`config.mk`:
```
export PLATFORM = sky130hd
export DESIGN_NAME = epsilon_nfa_acceptor
export DESIGN_NICKNAME = d
export VERILOG_FILES = /design/src/hdl/enfa_pkg.sv /design/src/hdl/enfa_ram.sv /design/src/hdl/epsilon_nfa_acceptor.sv
export SDC_FILE = /design/constraint.sdc
export NUM_CORES = 2
export LEC_CHECK = 0
export BUFFER_PORTS_ARGS = -buffer_cell sky130_fd_sc_hd__buf_2
export CAP_MARGIN = 30
export CORE_MARGIN = 10
export CORE_UTILIZATION = 33
export DETAILED_ROUTE_END_ITERATION = 12
export PLACE_DENSITY = 0.52
export SLEW_MARGIN = 10
export SYNTH_ARGS = -nofsm -noshare
export SYNTH_HDL_FRONTEND = slang
export SYNTH_HIERARCHICAL = 1
export SYNTH_MEMORY_MAX_BITS = 65536
export SYNTH_SLANG_ARGS = --single-unit
```
`constraint.sdc`:
```
create_clock -name clock -period 9 [get_ports clock]
set_input_delay 1.35 -clock clock [delete_from_list [all_inputs] [get_ports clock]]
set_output_delay 1.35 -clock clock [all_outputs]
set_load 0.02 [all_outputs]
```
`src/hdl/enfa_pkg.sv`:
```
// Shared types and constants of the epsilon-NFA acceptor.
// Used by epsilon_nfa_acceptor and tb_top; depends on nothing.
package enfa_pkg;

   // Automaton size
   localparam int NUM_STATES  = 16;
   localparam int NUM_SYMBOLS = 16;
   localparam int STATE_W     = 4;
   localparam int SYM_W       = 4;
   localparam int SYM_ROWS    = NUM_STATES * NUM_SYMBOLS;
   localparam int SYM_ADDR_W  = STATE_W + SYM_W;
   localparam int SCAN_W      = STATE_W + 1;

   // Configuration register indexes
   localparam int CSR_IDX_W = 1;
   localparam int CSR_W     = 16;
   localparam logic [CSR_IDX_W-1:0] CSR_START_STATE = 1'd0;
   localparam logic [CSR_IDX_W-1:0] CSR_ACCEPT_MASK = 1'd1;

   typedef logic [NUM_STATES-1:0] state_set_type;

   typedef enum logic [1:0] {
      MODE_LOAD_SYM   = 2'd0,
      MODE_LOAD_EMPTY = 2'd1,
      MODE_SYMBOL     = 2'd2,
      MODE_END        = 2'd3
   } mode_type;

   typedef struct packed {
      mode_type          mode;
      logic [STATE_W-1:0] from_state;
      logic [SYM_W-1:0]   symbol;
      logic [15:0]        target_mask;
   } req_type;

   typedef struct packed {
      logic accepted;
      logic no_live_states;
   } rsp_type;

   typedef enum logic [1:0] {
      ST_IDLE,
      ST_CLOSE,
      ST_MOVE,
      ST_REPORT
   } seq_state_type;

endpackage

```
`src/hdl/enfa_ram.sv`:
```
// Generic single-write, single-read RAM with registered read data.
// Holds the transition tables of the acceptor; no dependencies.
module enfa_ram #(
   parameter int WIDTH = 16,
   parameter int DEPTH = 16
) (
   input  logic                     clock,
   input  logic                     wr_en,
   input  logic [$clog2(DEPTH)-1:0] wr_addr,
   input  logic [WIDTH-1:0]         wr_data,
   input  logic                     rd_en,
   input  logic [$clog2(DEPTH)-1:0] rd_addr,
   output logic [WIDTH-1:0]         rd_data
);

   logic [WIDTH-1:0] mem [DEPTH];
   logic [WIDTH-1:0] rd_data_ff;

   // Write port and registered read port
   always_ff @(posedge clock) begin
      if (wr_en) begin
         mem[wr_addr] <= wr_data;
      end
      if (rd_en) begin
         rd_data_ff <= mem[rd_addr];
      end
   end

   assign rd_data = rd_data_ff;

endmodule

```
`src/hdl/epsilon_nfa_acceptor.sv`:
```
// Top level of the epsilon-NFA acceptor: sequencer, table memories, CSRs.
// Depends on enfa_pkg and enfa_ram.
//
// Usage: items arrive on req_ (valid/ready). Mode 0 and 1 items load one
// symbol-transition row or one empty-move row and give no result. Mode 2
// items feed one word symbol, mode 3 ends the word and produces one rsp_
// item (accepted, no_live_states); the next word then starts again at
// start_state. csr_ writes set start_state and accept_mask and take effect
// at once; write them only while the block is idle.
// Each empty-move closure pass and each symbol move scans all 16 table
// rows through the single read port of its memory, one row per cycle. A
// word item runs P closure passes, where P (1 to 16) is one more than the
// number of passes that grow the set; a symbol item then runs one move.
// No new item is accepted until the sequencer is back in idle.
// A finished result sits in an output register; the next item is accepted
// while it waits, and only a second result waits for rsp_ready.
// Reset (synchronous) clears both tables through per-row valid bits, the
// active set, the configuration registers and the result valid flag; no clearing pass.
module epsilon_nfa_acceptor (
   input  logic                                clock,
   input  logic                                reset,
   input  logic                                req_valid,
   output logic                                req_ready,
   input  enfa_pkg::req_type                   req_payload,
   output logic                                rsp_valid,
   input  logic                                rsp_ready,
   output enfa_pkg::rsp_type                   rsp_payload,
   input  logic                                csr_we,
   input  logic [enfa_pkg::CSR_IDX_W-1:0]      csr_index,
   input  logic [enfa_pkg::CSR_W-1:0]          csr_wdata
);

   // Configuration registers
   logic [enfa_pkg::STATE_W-1:0] start_state_ff;
   enfa_pkg::state_set_type      accept_mask_ff;

   // Sequencer state
   enfa_pkg::seq_state_type      state_ff, state_in;
   logic [enfa_pkg::SCAN_W-1:0]  cnt_ff, cnt_in;
   logic                         rd_live_ff, rd_live_in;
   logic [enfa_pkg::STATE_W-1:0] rd_idx_ff, rd_idx_in;
   logic                         rd_vld_ff, rd_vld_in;
   enfa_pkg::state_set_type      set_ff, set_in;
   enfa_pkg::state_set_type      grown_ff, grown_in;
   logic                         word_fresh_ff, word_fresh_in;
   logic                         cur_end_ff, cur_end_in;
   logic [enfa_pkg::SYM_W-1:0]   cur_sym_ff, cur_sym_in;
   logic                         rsp_valid_ff, rsp_valid_in;
   enfa_pkg::rsp_type            rsp_data_ff, rsp_data_in;

   // Table valid bits (an invalid row reads as all zeros)
   logic [enfa_pkg::SYM_ROWS-1:0]   sym_vld_ff;
   logic [enfa_pkg::NUM_STATES-1:0] emp_vld_ff;

   // Memory ports
   logic                            req_fire;
   logic                            sym_we, emp_we;
   logic [enfa_pkg::SYM_ADDR_W-1:0] sym_wr_addr, sym_rd_addr;
   logic                            sym_re, emp_re;
   enfa_pkg::state_set_type         sym_rd_data, emp_rd_data;
   enfa_pkg::state_set_type         row, acc, start_set;
   logic                            issue, scan_done;

   assign req_fire    = req_valid && req_ready;
   assign sym_we      = req_fire && (req_payload.mode == enfa_pkg::MODE_LOAD_SYM);
   assign emp_we      = req_fire && (req_payload.mode == enfa_pkg::MODE_LOAD_EMPTY);
   assign sym_wr_addr = {req_payload.from_state, req_payload.symbol};
   assign sym_rd_addr = {cnt_ff[enfa_pkg::STATE_W-1:0], cur_sym_ff};
   assign issue       = ((state_ff == enfa_pkg::ST_CLOSE) || (state_ff == enfa_pkg::ST_MOVE))
                        && !cnt_ff[enfa_pkg::SCAN_W-1];
   assign sym_re      = issue && (state_ff == enfa_pkg::ST_MOVE);
   assign emp_re      = issue && (state_ff == enfa_pkg::ST_CLOSE);
   assign scan_done   = cnt_ff[enfa_pkg::SCAN_W-1];
   assign start_set   = enfa_pkg::state_set_type'(1) << start_state_ff;

   // Symbol-transition table: row address is {from_state, symbol}
   enfa_ram #(
      .WIDTH(enfa_pkg::NUM_STATES),
      .DEPTH(enfa_pkg::SYM_ROWS)
   ) u_sym_ram (
      .clock  (clock),
      .wr_en  (sym_we),
      .wr_addr(sym_wr_addr),
      .wr_data(req_payload.target_mask),
      .rd_en  (sym_re),
      .rd_addr(sym_rd_addr),
      .rd_data(sym_rd_data)
   );

   // Empty-move table: one row per source state
   enfa_ram #(
      .WIDTH(enfa_pkg::NUM_STATES),
      .DEPTH(enfa_pkg::NUM_STATES)
   ) u_emp_ram (
      .clock  (clock),
      .wr_en  (emp_we),
      .wr_addr(req_payload.from_state),
      .wr_data(req_payload.target_mask),
      .rd_en  (emp_re),
      .rd_addr(cnt_ff[enfa_pkg::STATE_W-1:0]),
      .rd_data(emp_rd_data)
   );

   // Returned row, qualified by its valid bit and the active set
   always_comb begin
      row = (state_ff == enfa_pkg::ST_CLOSE) ? emp_rd_data : sym_rd_data;
      if (rd_live_ff && rd_vld_ff && set_ff[rd_idx_ff]) begin
         acc = grown_ff | row;
      end else begin
         acc = grown_ff;
      end
   end

   // Next state and datapath control
   always_comb begin
      state_in      = state_ff;
      cnt_in        = cnt_ff;
      rd_live_in    = issue;
      rd_idx_in     = cnt_ff[enfa_pkg::STATE_W-1:0];
      rd_vld_in     = (state_ff == enfa_pkg::ST_CLOSE) ?
                      emp_vld_ff[cnt_ff[enfa_pkg::STATE_W-1:0]] : sym_vld_ff[sym_rd_addr];
      set_in        = set_ff;
      grown_in      = grown_ff;
      word_fresh_in = word_fresh_ff;
      cur_end_in    = cur_end_ff;
      cur_sym_in    = cur_sym_ff;
      rsp_valid_in  = rsp_valid_ff && !rsp_ready;
      rsp_data_in   = rsp_data_ff;
      req_ready     = (state_ff == enfa_pkg::ST_IDLE);

      case (state_ff)
         enfa_pkg::ST_IDLE: begin
            // word items start a closure; loads finish in the memories
            if (req_fire && ((req_payload.mode == enfa_pkg::MODE_SYMBOL) ||
                             (req_payload.mode == enfa_pkg::MODE_END))) begin
               set_in        = word_fresh_ff ? start_set : set_ff;
               grown_in      = set_in;
               word_fresh_in = 1'b0;
               cnt_in        = '0;
               cur_end_in    = (req_payload.mode == enfa_pkg::MODE_END);
               cur_sym_in    = req_payload.symbol;
               state_in      = enfa_pkg::ST_CLOSE;
            end
         end
         enfa_pkg::ST_CLOSE: begin
            // one pass: union the empty-move rows of all active states
            grown_in = acc;
            if (issue) begin
               cnt_in = cnt_ff + enfa_pkg::SCAN_W'(1);
            end
            if (scan_done) begin
               cnt_in = '0;
               if (acc == set_ff) begin
                  grown_in = '0;
                  state_in = cur_end_ff ? enfa_pkg::ST_REPORT : enfa_pkg::ST_MOVE;
               end else begin
                  set_in = acc;
               end
            end
         end
         enfa_pkg::ST_MOVE: begin
            // union of the symbol rows of all active states
            grown_in = acc;
            if (issue) begin
               cnt_in = cnt_ff + enfa_pkg::SCAN_W'(1);
            end
            if (scan_done) begin
               cnt_in   = '0;
               set_in   = acc;
               state_in = enfa_pkg::ST_IDLE;
            end
         end
         enfa_pkg::ST_REPORT: begin
            // wait for a free output register, then restart the word
            if (!rsp_valid_ff || rsp_ready) begin
               rsp_valid_in               = 1'b1;
               rsp_data_in.accepted       = |(set_ff & accept_mask_ff);
               rsp_data_in.no_live_states = (set_ff == '0);
               set_in                     = '0;
               word_fresh_in              = 1'b1;
               state_in                   = enfa_pkg::ST_IDLE;
            end
         end
         default: begin
            state_in = enfa_pkg::ST_IDLE;
         end
      endcase
   end

   // Control registers
   always_ff @(posedge clock) begin
      if (reset) begin
         state_ff       <= enfa_pkg::ST_IDLE;
         cnt_ff         <= '0;
         rd_live_ff     <= 1'b0;
         set_ff         <= '0;
         word_fresh_ff  <= 1'b1;
         rsp_valid_ff   <= 1'b0;
         start_state_ff <= '0;
         accept_mask_ff <= '0;
         sym_vld_ff     <= '0;
         emp_vld_ff     <= '0;
      end else begin
         state_ff      <= state_in;
         cnt_ff        <= cnt_in;
         rd_live_ff    <= rd_live_in;
         set_ff        <= set_in;
         word_fresh_ff <= word_fresh_in;
         rsp_valid_ff  <= rsp_valid_in;
         if (csr_we && (csr_index == enfa_pkg::CSR_START_STATE)) begin
            start_state_ff <= csr_wdata[enfa_pkg::STATE_W-1:0];
         end
         if (csr_we && (csr_index == enfa_pkg::CSR_ACCEPT_MASK)) begin
            accept_mask_ff <= csr_wdata[enfa_pkg::NUM_STATES-1:0];
         end
         if (sym_we) begin
            sym_vld_ff[sym_wr_addr] <= 1'b1;
         end
         if (emp_we) begin
            emp_vld_ff[req_payload.from_state] <= 1'b1;
         end
      end
   end

   // Payload registers
   always_ff @(posedge clock) begin
      rd_idx_ff   <= rd_idx_in;
      rd_vld_ff   <= rd_vld_in;
      grown_ff    <= grown_in;
      cur_end_ff  <= cur_end_in;
      cur_sym_ff  <= cur_sym_in;
      rsp_data_ff <= rsp_data_in;
   end

   assign rsp_valid   = rsp_valid_ff;
   assign rsp_payload = rsp_data_ff;

endmodule

```
==> summary.md <==
| Metric | Value |
|---|---|
| Status | completed |
| DP Area | around 0.20 mm2 |
| Min Hold Slack | ~460 ps |
| Gr usage total | between 15 and 20% |
| Final hold viol count | 0 |
| Fin crit period | around 5000 ps |
| CTS tree | done |
| Cts hold-fix bufs | 0 |
| Place WS | roughly 3800 ps |
| Port Buffers | just over 50 |
| CP Cell Sequence | buf_12 > or2_4 > buf_12 > o221ai_1 > o22ai_1 > a21oi_1 > nand4_1 > nor4_1 |
| Share of cells above drive strength 1 | 23.56% |
| Total negative slack | 0 ps |
| Routed length per instance | between 20 and 30 um |
| Num ports | 52 |
| WL final | between 500000 and 600000 um |
| Global-route wire length before repair | ~740000 um |
| Post-DRT Antenna Nets | 0 |
| DRC | 0 |
| Synth Cell Area | around 0.18 mm2 |
| Cells after synthesis | 9392 |
| Area delta synth->final | 14.82% |
| Async SR Flop Fraction | 0% |
| PD cells | around 230 mW/mm2 |
| RSZ-0062 raised after global routing | false |
| Die W | approximately 770 um |
| Clock skew | around 67 ps |
| Slowest stage cell on the critical path | o221ai_1 |
| Worst-path fanout max | ~130 |
| DR pass1 iterations | 8 |
| Crit. End Element | flip-flop |
| Non-Filler Instances | about 18000 |
| Req. time, crit path | ~9800 ps |
| Final nets | between 9000 and 10000 |
| Final Max Slew Viols | 0 |
| Max cap viols | 0 |
| Vias in the first global route | ~95000 |
| Starting density of the core | about a third |
| Placer Congestion | around 0.86 |
| Seq cells post-synth | 4730 |
| CTS clk-pin slew, worst paths | roughly 60 ps |
| Total congestion overflow | 0 |
| Num CTS Buffers | 476 |
| Final setup violation count | 0 |
| Die height | ~770 um |
| Syn Nets | 9445 |
| PnR worst setup slack | between 4000 and 5000 ps |
| Final period util | between 50% and 60% |
| Most common cell after layout, fill and taps aside | edfxtp_1 |
| Sink Count | between 4000 and 5000 |
| Vias | about 96000 |
| Initial antenna violation count | 36 |
| Critical path class | flip-flop to flip-flop |
| Prevailing post-synth register cell | edfxtp_1 |
| Drt via density | about 5.4 |
| R2R Setup Slk | between 4000 and 5000 ps |
| Maximum VDD drop | 167.5 uV |
| HP Class | flip-flop to flip-flop |
| Pin count of the biggest net entering global routing | 165 |
| Design area | around 0.21 mm2 |
| Placed Cells incl. Taps | 16750 |
| Drt initial violations | just over 10000 |
| Lkg Pwr | roughly 66 nW |
| Syn Area/Cell | 19.60 um2 |
| Sequential area share after synthesis | between 70% and 80% |
| Peak Freq | between 0.2 and 0.25 GHz |
| Die area | 0.5880 mm2 |
| # H-tree levels | 5 |
| Post-CTS Setup Inserts | 0 |
| CP dominant cell by count | buf_12 |
| DP HPWL | 317700 um |
| Commonest cells after routing, fill and taps aside | edfxtp_1, mux4_2, mux2i_1 |
| Relative max-transition margin | between 9 and 10% |
| FP Rows | roughly 270 |
| Synth cell types | 73 |
| Worst Tran Pin Value | about 1400 ps |
| CTS root buffer | clkbuf_16 |
| Worst skew pair latency | 1030 ps |
| Post-cts gate resize count | 0 |
| EDFF count, synth | ~4400 |
| Largest stage delay on the critical path | between 800 and 900 ps |
| CORE AREA | about 0.56 mm2 |
| Setup crit start kind | flip-flop |
| Data arrival, critical path | 5820 ps |
| Synth warnings | 6 |
| Max Root-Sink Buffers | 4 |
[worst max-delay path: cells and delay by family, from the launching register on]
family | cells | cell delay [ps]
AOI/OAI and AO/OA | 3 | 1790
buffers and inverters | 2 | 520
DFF | 1 | 560
and+or+nand+nor | 3 | 1280
[cells by family after synthesis]
family	Yosys count	share of synthesized area (%)
flip-flops	4730	75.41
AO/OA/AOI/OAI	1270	4.629
multiplexers	1628	15.36
buffers and inverters	630	1.873
AND/OR/NAND/NOR	1129	2.696
adder cells (fa/ha/maj)	5	0.03399
[flip-flops by register name (all words and copies together) (netlist names), 5 cells and up]
| name | flops |
|---|---|
| u_sym_ram/mem | 4096 |
| sym_vld_ff | 256 |
| u_emp_ram/mem | 256 |
| accept_mask_ff | 16 |
| emp_vld_ff | 16 |
| grown_ff | 16 |
| set_ff | 16 |
| u_emp_ram/rd_data | 16 |
| u_sym_ram/rd_data | 16 |
| cnt_ff | 5 |
[metrics by stage]
step / util, % / power (W)
finish: 37.98 / 0.04767
global route: 37.97 / 0.04916
CTS: 37.82 / 0.04810
detailed placement: 35.10 / 0.02877
global placement: 34.89 / 0.02871
floorplan: - / 0.02708
[report_power, final]
group / total (W) / leakage [nW] / internal, W / switching [W]
sequential: 0.0243 / 42.2 / 0.0241 / 0.000138
clock: 0.0194 / 7.37 / 0.0110 / 0.00839
combinational: 0.00402 / 16.7 / 0.00138 / 0.00264
[metal layers]
metal	GRT usage (%)	part of all wire [%]	up-vias
li1	-	-	39830
met1	23.56	42	51470
met2	28.04	48	3809
met3	3.200	7.5	724
met4	4.888	3.1	6
met5	0	0.0069	-
[final cells by class]
type | count | area [um2]
Antenna cell | 22 | 55.05
Fill cell | 50150 | 345100
Inverter | 29 | 121.4
Clock buffer | 597 | 12540
Tap cell | 7452 | 9324
Sequential cell | 4730 | 138800
Clock inverter | 284 | 2609
Timing Repair Buffer | 560 | 5495
Multi-Input combinational cell | 4032 | 42370
[synth_stat cells, types with 5 or more instances]
cell type	n	area, um2
edfxtp_1	4407	132300
mux4_2	934	21040
nor2_1	643	2414
mux2i_1	592	5926
a21oi_1	471	2357
clkbuf_1	329	1235
dfxtp_1	323	6466
o221ai_1	252	2207
o22ai_1	161	1007
nand2_1	136	510.5
nor3_1	117	585.6
mux2_2	91	1025
buf_2	87	435.4
a22oi_1	84	630.6
buf_6	84	945.9
o21ai_0	62	310.3
buf_1	51	191.4
nand3_1	51	255.2
nor2b_1	43	269.0
a221oi_1	36	315.3
a22o_1	36	315.3
nand4_1	34	212.7
buf_4	32	240.2
inv_1	28	105.1
nor4_1	26	162.7
a31oi_1	22	137.6
nand2b_1	21	131.4
o32ai_1	20	175.2
a211oi_1	19	142.6
o31ai_1	18	135.1
o211ai_1	17	127.6
o2bb2ai_1	16	140.1
o311ai_0	16	140.1
o21bai_1	14	105.1
and3_1	13	81.33
buf_8	11	165.2
and2_1	10	62.56
mux4_1	10	262.8
a2111oi_0	6	52.55
buf_12	6	120.1
nand3b_1	6	45.04
ha_1	5	62.56
[final timing paths]
check,startpoint,end,cells after the start
worst max-delay path,cur_sym_ff[1],u_sym_ram/rd_data[8],8
worst min register to register,accept_mask_ff[9],accept_mask_ff[9],2
worst min-delay path,accept_mask_ff[9],accept_mask_ff[9],2
worst max register to register,cur_sym_ff[1],u_sym_ram/rd_data[8],8
Note: power is estimated with default switching activity, not from simulation.
